**config.mk**
```make
export PLATFORM = sky130hd
export DESIGN_NAME = tfsd_axis_lane
export DESIGN_NICKNAME = d
export VERILOG_FILES = /design/src/sv/tfsd_pkg.sv /design/src/sv/tfsd_axis_lane.sv
export SDC_FILE = /design/constraint.sdc
export NUM_CORES = 2
export LEC_CHECK = 0
export ABC_AREA = 1
export BUFFER_PORTS_ARGS = -buffer_cell sky130_fd_sc_hd__clkbuf_2
export CORE_MARGIN = 2
export CORE_UTILIZATION = 67
export CTS_BUF_LIST = sky130_fd_sc_hd__clkbuf_2 sky130_fd_sc_hd__clkbuf_4 sky130_fd_sc_hd__clkbuf_8
export DETAILED_ROUTE_END_ITERATION = 7
export PLACE_DENSITY = 0.85
export SYNTH_ARGS = -nofsm -noshare
export SYNTH_HDL_FRONTEND = slang
export SYNTH_SLANG_ARGS = --single-unit
```
**constraint.sdc**
```tcl
create_clock -name clk -period 12 [get_ports clk]
set_input_delay 0.6 -clock clk [delete_from_list [all_inputs] [get_ports clk]]
set_output_delay 0.6 -clock clk [all_outputs]
set_load 0.01 [all_outputs]
```
**src/sv/tfsd_pkg.sv**
```systemverilog
package tfsd_pkg;

  // Fixed field widths
  localparam int ANGLE_W  = 16;
  localparam int ROLL_W   = 16;
  localparam int PITCH_W  = 15;
  localparam int YAW_W    = 16;
  localparam int ALPHA_W  = 17;
  localparam int BASE_W   = 15;
  localparam int THR_W    = 15;
  localparam int CONF_W   = 8;
  localparam int CFG_IDX_W = 3;

  localparam int DEF_ANGLE_FRAC_BITS = 7;
  localparam int DEF_EXTRA_FRAC_BITS = 16;

  localparam logic [ALPHA_W-1:0] ALPHA_ONE   = ALPHA_W'(65536);
  localparam logic [ALPHA_W-1:0] ALPHA_RESET = ALPHA_W'(6554);
  localparam logic signed [BASE_W-1:0] BASE_RESET = BASE_W'(2560);
  localparam logic [THR_W-1:0] ENTER_RESET = THR_W'(1792);
  localparam logic [THR_W-1:0] EXIT_RESET  = THR_W'(1254);
  localparam logic [CONF_W-1:0] CONF_RESET = CONF_W'(3);
  localparam logic [CONF_W-1:0] CONF_MAX   = '1;

  // Register indexes
  localparam logic [CFG_IDX_W-1:0] CFG_ALPHA    = 3'd0;
  localparam logic [CFG_IDX_W-1:0] CFG_BASELINE = 3'd1;
  localparam logic [CFG_IDX_W-1:0] CFG_ENTER    = 3'd2;
  localparam logic [CFG_IDX_W-1:0] CFG_EXIT     = 3'd3;
  localparam logic [CFG_IDX_W-1:0] CFG_CONFIRM  = 3'd4;

  typedef enum logic [1:0] {
    SCENE_FLAT = 2'b00,
    SCENE_UP   = 2'b01,
    SCENE_DOWN = 2'b11
  } scene_t;

  typedef enum logic {
    LANE_WRAP    = 1'b0,
    LANE_REFLECT = 1'b1
  } lane_mode_t;

  typedef struct packed {
    logic load;
    logic update;
    logic first;
  } lane_ctrl_t;

  typedef struct packed {
    logic signed [BASE_W-1:0] baseline;
    logic [THR_W-1:0]         enter;
    logic [THR_W-1:0]         exit_thr;
    logic [CONF_W-1:0]        confirm;
  } scene_cfg_t;

  // Last member sits in the lowest bits
  typedef struct packed {
    logic                      flag_changed;
    logic                      on_stairs;
    logic                      scene_changed;
    scene_t                    scene;
    logic signed [ANGLE_W-1:0] pitch_offset;
    logic signed [YAW_W-1:0]   yaw_out;
    logic signed [PITCH_W-1:0] pitch_out;
    logic signed [ROLL_W-1:0]  roll_out;
  } result_t;

  localparam int RESULT_W    = $bits(result_t);
  localparam int IN_TDATA_W  = 48;
  localparam int OUT_TDATA_W = 72;

endpackage

```
**src/sv/tfsd_axis_lane.sv**
```systemverilog
module tfsd_axis_lane #(
  parameter int ANGLE_FRAC_BITS = tfsd_pkg::DEF_ANGLE_FRAC_BITS,
  parameter int EXTRA_FRAC_BITS = tfsd_pkg::DEF_EXTRA_FRAC_BITS,
  parameter int IN_W            = tfsd_pkg::ROLL_W,
  parameter tfsd_pkg::lane_mode_t MODE = tfsd_pkg::LANE_WRAP
) (
  input  logic                                              clk,
  input  tfsd_pkg::lane_ctrl_t                              ctrl,
  input  logic signed [IN_W-1:0]                            sample,
  input  logic [tfsd_pkg::ALPHA_W-1:0]                      alpha,
  output logic signed [tfsd_pkg::ANGLE_W+EXTRA_FRAC_BITS-1:0] state
);
  import tfsd_pkg::*;

  localparam int SW = ANGLE_W + EXTRA_FRAC_BITS;
  localparam int PW = SW + ALPHA_W + 1;
  localparam int HALF_RAW = 180 << ANGLE_FRAC_BITS;
  localparam int LIM_RAW  = (MODE == LANE_REFLECT) ? (90 << ANGLE_FRAC_BITS) : HALF_RAW;

  localparam logic signed [IN_W+1:0] LIM_IN  = (IN_W+2)'(LIM_RAW);
  localparam logic signed [IN_W+1:0] LIM2_IN = (IN_W+2)'(2 * LIM_RAW);
  localparam logic signed [SW+1:0] HALF_S = (SW+2)'(HALF_RAW) <<< EXTRA_FRAC_BITS;
  localparam logic signed [SW+1:0] LIM_S  = (SW+2)'(LIM_RAW) <<< EXTRA_FRAC_BITS;
  localparam logic signed [PW-1:0] ROUND_HALF = PW'(32768);

  logic signed [IN_W+1:0]    sx;
  logic signed [IN_W+1:0]    raw_c;
  logic signed [ANGLE_W-1:0] raw_q;
  logic signed [SW-1:0]      target;
  logic signed [SW+1:0]      d0;
  logic signed [SW+1:0]      d1;
  logic signed [SW-1:0]      diff;
  logic signed [PW-1:0]      prod;
  logic signed [PW-1:0]      rsum;
  logic signed [SW+1:0]      step;
  logic signed [SW+1:0]      f1;
  logic signed [SW+1:0]      f2;

  // Fold the raw sample into range before it enters the filter
  always_comb begin
    sx = (IN_W+2)'(sample);
    raw_c = sx;
    if (MODE == LANE_REFLECT) begin
      if (sx > LIM_IN) begin
        raw_c = LIM2_IN - sx;
      end else if (sx < -LIM_IN) begin
        raw_c = -LIM2_IN - sx;
      end
    end else begin
      if (sx > LIM_IN) begin
        raw_c = sx - LIM2_IN;
      end else if (sx < -LIM_IN) begin
        raw_c = sx + LIM2_IN;
      end
    end
  end

  // EMA step: shortest-way difference, gain, round, fold back
  always_comb begin
    target = SW'(raw_q) <<< EXTRA_FRAC_BITS;
    d0 = (SW+2)'(target) - (SW+2)'(state);
    d1 = d0;
    if (d0 > HALF_S) begin
      d1 = d0 - (HALF_S <<< 1);
    end else if (d0 < -HALF_S) begin
      d1 = d0 + (HALF_S <<< 1);
    end
    diff = SW'(d1);
    prod = $signed({1'b0, alpha}) * diff;
    rsum = prod + ROUND_HALF;
    step = (SW+2)'(rsum >>> 16);
    f1 = (SW+2)'(state) + step;
    f2 = f1;
    if (MODE == LANE_REFLECT) begin
      if (f1 > LIM_S) begin
        f2 = (LIM_S <<< 1) - f1;
      end else if (f1 < -LIM_S) begin
        f2 = -(LIM_S <<< 1) - f1;
      end
    end else begin
      if (f1 > LIM_S) begin
        f2 = f1 - (LIM_S <<< 1);
      end else if (f1 < -LIM_S) begin
        f2 = f1 + (LIM_S <<< 1);
      end
    end
  end

  always_ff @(posedge clk) begin
    if (ctrl.load) begin
      raw_q <= ANGLE_W'(raw_c);
    end
    if (ctrl.update) begin
      state <= ctrl.first ? target : SW'(f2);
    end
  end

endmodule

```
==> impl_metrics.toml <==
[worst_setup_path]
cp_slowest_cell = "fa_1"
r2r-start = "state[3]"
r2r-end = "state[27]"
cp_max_fo = 10
critPathArrivalTime_ns = 11.42
critPathLaunch = "state[3]"
critPathKind = "flip-flop to flip-flop"
crit_required_ns = 12.09
startpoint_type = "flip-flop"
critPathMaxStageDelay_ns = 0.56
end_kind = "flip-flop"
crit_top_cell = "nand2_1"
rrSetupSlack_ns = 0.67
reg2reg_depth = 54

[route]
detail_route.wl_per_cell_um = 19.6
drt-total-wl_mm = 80.6
drc = 0
dr.pass1.iters = 6
first_iter_violations = 2336
ant_nets = 0
num_vias = 23900
viasPerCell = 5.79

[sta]
hold_viol = 0
timing.fmax_mhz = 88.3
finalSetupViolCount = 0
skew_ns = 0.0130
worst_pin_slew_ns = 0.941
slew_viol_final = 0
max-slew-margin-rel_pct = 37.3
fin_crit_ns = 11.33
fin_tns_setup_ns = 0
min_period_over_period_pct = 94.4
worst_slack_ns = 0.670

[synthesis]
synthTopCellsByArea = "fa_1, inv_1, nand2_1"
ys_ff_latch = 48
syn_inst = 3550
postSynth.asyncResetShare_pct = 0
ys.flop_type = "edfxtp_1"
syn_area_per_cell_sq_um = 7.41
yosysTopAreaCellShare_pct = 39.6
synth_cell_types = 53
yosysWarnings = 0
ys_top_cells_by_count = "inv_1, nand2_1, fa_1"
seq_area_frac_synth_pct = 5.48
post-synth-top-count-cell = "inv_1"
synth.largest_area_cell = "fa_1"
synth_area_sq_um = 26300
syn_nets = 4316
synth_edf_count = 48

[floorplan]
core_area_sq_um = 38700
chipWidth_um = 202
start_util_pct = 67.9
ioPinCount = 69
die_h_um = 202
row_count = 72
die_area_sq_um = 40900

[placed_design]
numPortBuffers = 68
post-dp-hpwl_mm = 68.7
gp_congestion = 1.09
post-place-ws_ns = 0.228

[clock_tree]
cts_tree = "done"
clock_latency_ns = 0.33
htreeDepth = 2
cts_buffers = 5
cts_max_path_buffers = 2
hold_buffers = 0
clk_pin_slew_ns = 0.09
root_buffer = "clkbuf_8"
clock_sinks = 48

[hold_path]
min_path_type = "input port to flip-flop"
hold-path-cell-count = 1
hp-start = "sample[7]"
holdPathEnd = "raw_q[7]"

[run_status]
status = "completed"

[final_layout]
drive_gt1_share_pct = 6.77
num-fill-cells = 3218
final_nets = 4368
multi_input_area_sq_um = 21200
area_delta_synth_final_pct = 5.69
seq_area_sq_um = 1440

[grt]
top_usage_layer = "met2"
antenna_found_initial = 1
grt_util_met2_pct = 67.4
overflow = 0
use_met1_pct = 51.4
first_global_vias = 24700
grt_pass1_wl_mm = 130
met3_usage_pct = 8.96
grt_max_degree = 43
grt_usage_pct = 40.9

[job]
maxCapViolCount = 0
==> worst max path at each step <==
stage	endpoint	slack (ns)	cells past startpoint
final	state[27]	0.67	54
after CTS	state[28]	0.17	56
after floorplan	state[26]	2.22	58
after global routing	state[28]	-0.02	64
after global placement	state[26]	0.30	54
after detailed placement	state[29]	0.23	56
==> critical path: cells and delay by family, from the launching register on <==
family,cells,cell delay (ns)
and+or+nand+nor,27,4.09
adders and majority gates,8,3.75
AOI/OAI and AO/OA,8,1.51
buffers and inverters,10,0.91
DFF,1,0.55
xor gates and xnor gates,1,0.27
==> kinds of logic after synthesis <==
| kind of cell | Yosys count | synth area share [%] |
|---|---|---|
| xor+xnor | 64 | 2.20 |
| fa+ha+maj | 729 | 49.5 |
| flops | 48 | 5.48 |
| buf+inv | 1017 | 14.6 |
| simple gates | 1404 | 22.2 |
| compound gates | 288 | 5.98 |
==> stage by stage <==
step                      hold WS (ns)  cell area [sq um]  cells  utilization, %
after floorplan                  0.521              26300   3550               -
after global placement           0.547              27300   4099            70.6
after detailed placement         0.564              27300   4099            70.6
after CTS                        0.459              27500   4107            70.9
after global routing             0.458              27800   4121            71.8
final                            0.471              27800   4123            71.8
==> layout make-up <==
class,count,area share (%)
Sequential cell,48,5.18
Clock buffer,5,0.247
Antenna cell,2,0.0180
Inverter,927,12.5
Tap cell,518,2.33
Multi-Input combinational cell,2485,76.4
Clock inverter,3,0.247
Timing Repair Buffer,135,3.03
==> routing by layer <==
layer	share of wire, %	routed length [um]	vias to the layer above
li1	-	-	10700
met1	36	29400	11500
met2	47	38000	1394
met3	11	8690	323
met4	5.8	4640	0
met5	0	0	-
==> what timing repair did <==
item,in CTS,in global routing
endpoints found under the hold margin,0,0
setup endpoints to repair,0,6
setup buffers,0,14
gates resized for setup,0,57
==> registers in the layout, indices dropped and copies added, names as in the netlist <==
name,flops
state,32
raw_q,16
==> layout by cell type, fill, tap and decap left out, types with 6 or more instances in the layout <==
cell      synthesis  layout
inv_1           913     908
nand2_1         775     769
fa_1            521     519
nor2_1          336     332
ha_1            208     203
nand3_1         174     172
a21oi_1         138     129
o21ai_0          90      86
clkbuf_2          0      68
buf_4             0      67
edfxtp_1         48      48
xor2_1           45      44
nand4_1          30      30
nor3_1           27      24
nand2_2          14      20
inv_2            12      15
xnor2_1          18      15
a31oi_1          13      13
o21ai_1           9      11
a21oi_2           1      10
nand3b_1          9       9
a21o_1            6       6
nand3_2           5       6
nor3_2            3       6
nor2_2            4       6
o21a_1            6       6
Power is left out: the tool's default activity adds up to more than one toggle a clock period on the data nets, which glitch-free logic cannot reach.
