===== src/sv/tfsd_pkg.sv =====
package tfsd_pkg;

  // Fixed field widths
  localparam int ANGLE_W  = 16;
  localparam int ROLL_W   = 16;
  localparam int PITCH_W  = 15;
  localparam int YAW_W    = 16;
  localparam int ALPHA_W  = 17;
  localparam int BASE_W   = 15;
  localparam int THR_W    = 15;
  localparam int CONF_W   = 8;
  localparam int CFG_IDX_W = 3;

  localparam int DEF_ANGLE_FRAC_BITS = 7;
  localparam int DEF_EXTRA_FRAC_BITS = 16;

  localparam logic [ALPHA_W-1:0] ALPHA_ONE   = ALPHA_W'(65536);
  localparam logic [ALPHA_W-1:0] ALPHA_RESET = ALPHA_W'(6554);
  localparam logic signed [BASE_W-1:0] BASE_RESET = BASE_W'(2560);
  localparam logic [THR_W-1:0] ENTER_RESET = THR_W'(1792);
  localparam logic [THR_W-1:0] EXIT_RESET  = THR_W'(1254);
  localparam logic [CONF_W-1:0] CONF_RESET = CONF_W'(3);
  localparam logic [CONF_W-1:0] CONF_MAX   = '1;

  // Register indexes
  localparam logic [CFG_IDX_W-1:0] CFG_ALPHA    = 3'd0;
  localparam logic [CFG_IDX_W-1:0] CFG_BASELINE = 3'd1;
  localparam logic [CFG_IDX_W-1:0] CFG_ENTER    = 3'd2;
  localparam logic [CFG_IDX_W-1:0] CFG_EXIT     = 3'd3;
  localparam logic [CFG_IDX_W-1:0] CFG_CONFIRM  = 3'd4;

  typedef enum logic [1:0] {
    SCENE_FLAT = 2'b00,
    SCENE_UP   = 2'b01,
    SCENE_DOWN = 2'b11
  } scene_t;

  typedef enum logic {
    LANE_WRAP    = 1'b0,
    LANE_REFLECT = 1'b1
  } lane_mode_t;

  typedef struct packed {
    logic load;
    logic update;
    logic first;
  } lane_ctrl_t;

  typedef struct packed {
    logic signed [BASE_W-1:0] baseline;
    logic [THR_W-1:0]         enter;
    logic [THR_W-1:0]         exit_thr;
    logic [CONF_W-1:0]        confirm;
  } scene_cfg_t;

  // Last member sits in the lowest bits
  typedef struct packed {
    logic                      flag_changed;
    logic                      on_stairs;
    logic                      scene_changed;
    scene_t                    scene;
    logic signed [ANGLE_W-1:0] pitch_offset;
    logic signed [YAW_W-1:0]   yaw_out;
    logic signed [PITCH_W-1:0] pitch_out;
    logic signed [ROLL_W-1:0]  roll_out;
  } result_t;

  localparam int RESULT_W    = $bits(result_t);
  localparam int IN_TDATA_W  = 48;
  localparam int OUT_TDATA_W = 72;

endpackage


===== src/sv/tfsd_scene_merge.sv =====
module tfsd_scene_merge #(
  parameter int EXTRA_FRAC_BITS = tfsd_pkg::DEF_EXTRA_FRAC_BITS
) (
  input  logic                                                clk,
  input  logic                                                rst,
  input  logic                                                advance,
  input  tfsd_pkg::scene_cfg_t                                cfg,
  input  logic signed [tfsd_pkg::ANGLE_W+EXTRA_FRAC_BITS-1:0] roll_state,
  input  logic signed [tfsd_pkg::ANGLE_W+EXTRA_FRAC_BITS-1:0] pitch_state,
  input  logic signed [tfsd_pkg::ANGLE_W+EXTRA_FRAC_BITS-1:0] yaw_state,
  output tfsd_pkg::result_t                                   result
);
  import tfsd_pkg::*;

  localparam int SW = ANGLE_W + EXTRA_FRAC_BITS;
  localparam logic signed [SW:0] HALF = (SW+1)'((1 << EXTRA_FRAC_BITS) >> 1);

  function automatic logic signed [ANGLE_W-1:0] round_angle(input logic signed [SW-1:0] st);
    logic signed [SW:0] s;
    s = (SW+1)'(st) + HALF;
    return ANGLE_W'(s >>> EXTRA_FRAC_BITS);
  endfunction

  scene_t            stable;
  scene_t            pending;
  logic [CONF_W-1:0] pend_cnt;
  logic              last_flag;

  scene_t                    stable_next;
  scene_t                    pending_next;
  logic [CONF_W-1:0]         pend_cnt_next;
  scene_t                    cand;
  logic                      changed;
  logic                      flag;
  logic signed [ANGLE_W-1:0] res_roll;
  logic signed [ANGLE_W-1:0] res_pitch;
  logic signed [ANGLE_W-1:0] res_yaw;
  logic signed [ANGLE_W:0]   dev;
  logic [THR_W-1:0]          ex_eff;
  logic signed [ANGLE_W:0]   ex_s;
  logic signed [ANGLE_W:0]   en_s;

  always_comb begin
    res_roll  = round_angle(roll_state);
    res_pitch = round_angle(pitch_state);
    res_yaw   = round_angle(yaw_state);
    dev = (ANGLE_W+1)'(cfg.baseline) - (ANGLE_W+1)'(res_pitch);
    ex_eff = (cfg.exit_thr > cfg.enter) ? cfg.enter : cfg.exit_thr;
    ex_s = $signed({2'b00, ex_eff});
    en_s = $signed({2'b00, cfg.enter});

    // Hysteresis: leave a stair scene on the exit level (capped at the enter level), enter on the enter level
    case (stable)
      SCENE_UP: begin
        cand = (dev > ex_s) ? SCENE_UP : SCENE_FLAT;
      end
      SCENE_DOWN: begin
        cand = (dev < -ex_s) ? SCENE_DOWN : SCENE_FLAT;
      end
      default: begin
        if (dev > en_s) begin
          cand = SCENE_UP;
        end else if (dev < -en_s) begin
          cand = SCENE_DOWN;
        end else begin
          cand = SCENE_FLAT;
        end
      end
    endcase

    // Debounce
    stable_next   = stable;
    pending_next  = cand;
    pend_cnt_next = '0;
    changed       = 1'b0;
    if (cand != stable) begin
      if (pending != cand) begin
        pend_cnt_next = CONF_W'(1);
      end else if (pend_cnt < CONF_MAX) begin
        pend_cnt_next = pend_cnt + CONF_W'(1);
      end else begin
        pend_cnt_next = pend_cnt;
      end
      if (pend_cnt_next >= cfg.confirm) begin
        stable_next   = cand;
        pend_cnt_next = '0;
        changed       = 1'b1;
      end
    end
    flag = (stable_next != SCENE_FLAT);
  end

  always_ff @(posedge clk) begin
    if (rst) begin
      stable    <= SCENE_FLAT;
      pending   <= SCENE_FLAT;
      pend_cnt  <= '0;
      last_flag <= 1'b0;
    end else if (advance) begin
      stable    <= stable_next;
      pending   <= pending_next;
      pend_cnt  <= pend_cnt_next;
      last_flag <= flag;
    end
  end

  always_ff @(posedge clk) begin
    if (advance) begin
      result.roll_out      <= ROLL_W'(res_roll);
      result.pitch_out     <= PITCH_W'(res_pitch);
      result.yaw_out       <= YAW_W'(res_yaw);
      result.pitch_offset  <= ANGLE_W'(dev);
      result.scene         <= stable_next;
      result.scene_changed <= changed;
      result.on_stairs     <= flag;
      result.flag_changed  <= flag ^ last_flag;
    end
  end

endmodule


===== config.mk =====
export PLATFORM = sky130hd
export DESIGN_NAME = tfsd_scene_merge
export DESIGN_NICKNAME = d
export VERILOG_FILES = /design/src/sv/tfsd_pkg.sv /design/src/sv/tfsd_scene_merge.sv
export SDC_FILE = /design/constraint.sdc
export NUM_CORES = 1
export LEC_CHECK = 0
export BUFFER_PORTS_ARGS = -buffer_cell sky130_fd_sc_hd__buf_4
export CAP_MARGIN = 5
export CORE_MARGIN = 10
export CORE_UTILIZATION = 50
export DETAILED_ROUTE_END_ITERATION = 16
export PLACE_DENSITY = 0.78
export SLEW_MARGIN = 40
export SYNTH_ARGS = -nofsm -noshare
export SYNTH_HDL_FRONTEND = slang
export SYNTH_SLANG_ARGS = --single-unit

===== constraint.sdc =====
create_clock -name clk -period 20.6 [get_ports clk]
set_input_delay 5.15 -clock clk [delete_from_list [all_inputs] [get_ports clk]]
set_output_delay 5.15 -clock clk [all_outputs]
set_load 0.01 [all_outputs]

==> qor.csv <==
stage;metric;value;unit
pwr;Net Sw Frac;32.7;%
detailed_routing;ANT nets after route;0;
min_path;worst min-delay path class;flop to flop;
final_layout;Non-Filler Cell Area, Final;9130;sq um
detailed_routing;routed via count;6565;
final_layout;diode count;0;
pwr;Leakage;0.00409;uW
synth;top-area cell type share of the netlist area;28.2;%
clocking;CTS Buf Count;9;
die;die width;140;um
clocking;CTS tree;yes;
timing;setup_tns;0;ns
pwr;Internal;418;uW
final_layout;FF+latch area;2300;sq um
worst_setup_path;crit-path max FO;43;
clocking;Hold Buf Count CTS;0;
global_route;GR Overflow Total;0;
clocking;post-CTS setup buffers;0;
pwr;PD cells;67.9;nW/um^2
timing;Tmin final;13.96;ns
timing;WHS;0.488;ns
worst_setup_path;critical path type;primary input to flop;
global_route;vias in the first global route;6349;
pwr;Final Total Pwr;620;uW
clocking;Clock Pin Slew Worst Setup and Hold Paths;0.06;ns
die;Starting Density;51.6;%
detailed_routing;Vias/cell;5.71;
detailed_routing;DR top layer;met4;
timing;Final Hold Violating Endpoints;0;
final_layout;Multi-input gate area;4670;sq um
synth;Post-synth top flop;edfxtp_1;
timing;setup violators final;0;
synth;yosys warns;0;
clocking;clock buffer depth;2;
final_layout;layout cells sized above 1;21.4;%
clocking;clk_lat worst skew;0.34;ns
pwr;Comb pwr share;37.2;%
synth;#FFs+latches synth;81;
detailed_routing;drt first pass iters;5;
synth;ranking of synthesized cells by area;edfxtp_1 28%, ha_1 18%, xnor2_1 7.4%, dfxtp_1 3.6%, inv_1 3.5%;
final_layout;area grow syn2layout;26.1;%
synth;post-synth top area cell;edfxtp_1;
placed_design;DP Area;8770;sq um
worst_setup_path;Critical Path Max Stage Delay;0.52;ns
synth;synth unique cells;55;
clocking;H-tree levels;3;
worst_setup_path;Worst Path Arrival;14.24;ns
pwr;Flop pwr share;32.6;%
synth;Mean Syn Cell Area;9.20;sq um
die;row count;43;
detailed_routing;DRT met1 WL;9100;um
job;Max-Cap Viols;0;
detailed_routing;routed wl met3;1860;um
die;die area;19700;sq um
timing;f_max;0.0716;GHz
synth;Syn Std Cell Area;7240;sq um
die;IO Pins;220;
global_route;initial antenna violation count;0;
clocking;CTS root buf;clkbuf_16;
global_route;largest net degree at the start of global routing;67;
placed_design;Detailed Place HPWL;16700;um
placed_design;Final GP Congestion;0.886;
pwr;Clock power frac;30.2;%
die;Die Y;140;um
timing;crit share post-route;67.8;%
pwr;maximum vdd drop;0.0000436;V
global_route;first-pass GRT wire length;32100;um
synth;number of synthesized flops with an enable pin;68;
detailed_routing;met2 routed WL;9290;um
worst_setup_path;Worst EP required;20.88;ns
timing;slew margin rel.;56.4;%
synth;post-synthesis async set-or-reset flop share;0;%
worst_setup_path;Crit-path slowest cell;mux2i_2;
placed_design;I/O Buffers;174;
detailed_routing;Avg WL per Cell;17.8;um
run_status;status;completed;
final_layout;Final Net Count;1225;
detailed_routing;1st-iter DRT viols;429;
timing;RSZ-0062 raised after global routing;no;
final_layout;Fillers;1130;
timing;Pins Over Slew Limit;0;
detailed_routing;Post-Route WL;20400;um
worst_setup_path;Crit. End Element;flop;
timing;Worst-Margin Slew;0.650;ns
worst_setup_path;Setup crit start kind;primary input;
detailed_routing;DR DRC count;0;
pwr;Psw;203;uW
clocking;Post-CTS Resized;0;
synth;Mapped Nets;1047;
clocking;Sinks on Clock Net;81;
synth;sequential-to-total area share from yosys stat;31.8;%
global_route;GRT Util Overall;19.6;%
die;core area;14000;sq um
synth;Cells after Synth;787;
worst_setup_path;CP dominant cell by count;a21o_1;
timing;Max Clock Skew;0.00665;ns
==> per-stage QoR <==
stage / worst slack (ns) / instances / utilization (%)
after floorplan: 7.77 / 787 / -
after global placement: 6.46 / 1134 / 62.4
after detailed placement: 6.23 / 1134 / 62.4
after CTS: 6.55 / 1150 / 64.9
after global routing: 5.90 / 1150 / 65.0
final: 6.64 / 1150 / 65.0
==> synthesized netlist by cell type, drive strengths merged, types with 3 or more instances <==
cell and count:
nor2b 11, dfxtp 13, a31oi 6, a21oi 50
clkbuf 8, o21a 8, a2111oi 3, nand2 46
nand2b 9, xor2 24, a21o 18, and2 5
a221o 3, nand3 45, nor2 57, nor4 9
mux2i 22, ha 107, nand4 23, edfxtp 68
and3 14, o31ai 5, o21ai 33, a211oi 10
inv 68, mux2 3, nor3 22, xnor2 61
o211ai 5, o22ai 3, a211o 4
==> logic make-up after synthesis <==
logic type | share of synthesized area, %
compound gates | 14.5
xor+xnor | 10.3
fa+ha+maj | 18.8
buf+inv | 4.01
flops | 31.8
mux | 3.51
simple gates | 17.1
==> critical path: cells and delay by family <==
family,cells,cell delay [ns]
simple gates,8,1.36
buf+inv,3,0.54
compound gates,21,4.81
mux,3,0.97
xor+xnor,1,0.19
fa+ha+maj,4,1.21
==> power by group through the flow <==
| stage | sequential [uW] | clock, uW | combinational (uW) |
|---|---|---|---|
| final | 202 | 187 | 231 |
| after global routing | 203 | 197 | 259 |
| after CTS | 202 | 189 | 229 |
| after detailed placement | 206 | 0 | 227 |
| after global placement | 205 | 0 | 221 |
| after floorplan | 212 | 0 | 135 |
==> cell usage in the layout (no fill, tap or decap), drive strengths merged, types with 3 or more instances in the layout <==
cell	count
and2	5
o211ai	5
edfxtp	68
bufinv	3
nor2	57
a211o	4
a221o	3
dfxtp	13
buf	176
a211oi	10
nand4	23
nand2b	9
and3	14
o22ai	3
o31ai	5
a21o	18
a21oi	50
nor4	9
xor2	24
nor3	22
o21ai	33
mux2i	22
nor2b	11
clkbuf	9
inv	70
o21a	8
mux2	3
a2111oi	3
nand2	46
nand3	45
ha	107
a31oi	6
xnor2	61
==> layer usage <==
metal | vias up | track usage [%]
met5 | - | 0
met4 | 0 | 4.51
met3 | 17 | 4.73
met2 | 270 | 31.8
li1 | 3243 | -
met1 | 3035 | 25.7
==> sequential cells by signal (all words and copies together), names as in the netlist <==
register	count
stable	2
pend_cnt	8
last_flag	1
pending	2
result	68
==> worst paths after layout <==
check	start	to	slack (ns)	cells after the start
setup / recovery	cfg[28]	pend_cnt[2]$_SDFFE_PP0P_	6.64	40
hold / removal	pend_cnt[5]$_SDFFE_PP0P_	pend_cnt[5]$_SDFFE_PP0P_	0.49	2
setup reg to reg	stable[0]$_SDFFE_PP0P_	pend_cnt[2]$_SDFFE_PP0P_	15.82	19
hold reg to reg	pend_cnt[5]$_SDFFE_PP0P_	pend_cnt[5]$_SDFFE_PP0P_	0.49	2
==> cell type report <==
cell class | count | area share [%]
well taps | 180 | 2.47
inverters | 68 | 2.79
flip-flops and latches | 81 | 25.2
clock buffers | 9 | 2.47
multi-input cells | 629 | 51.2
clock inverters | 7 | 1.37
repair buffers | 176 | 14.5
Note: power is estimated with default switching activity, not from simulation.
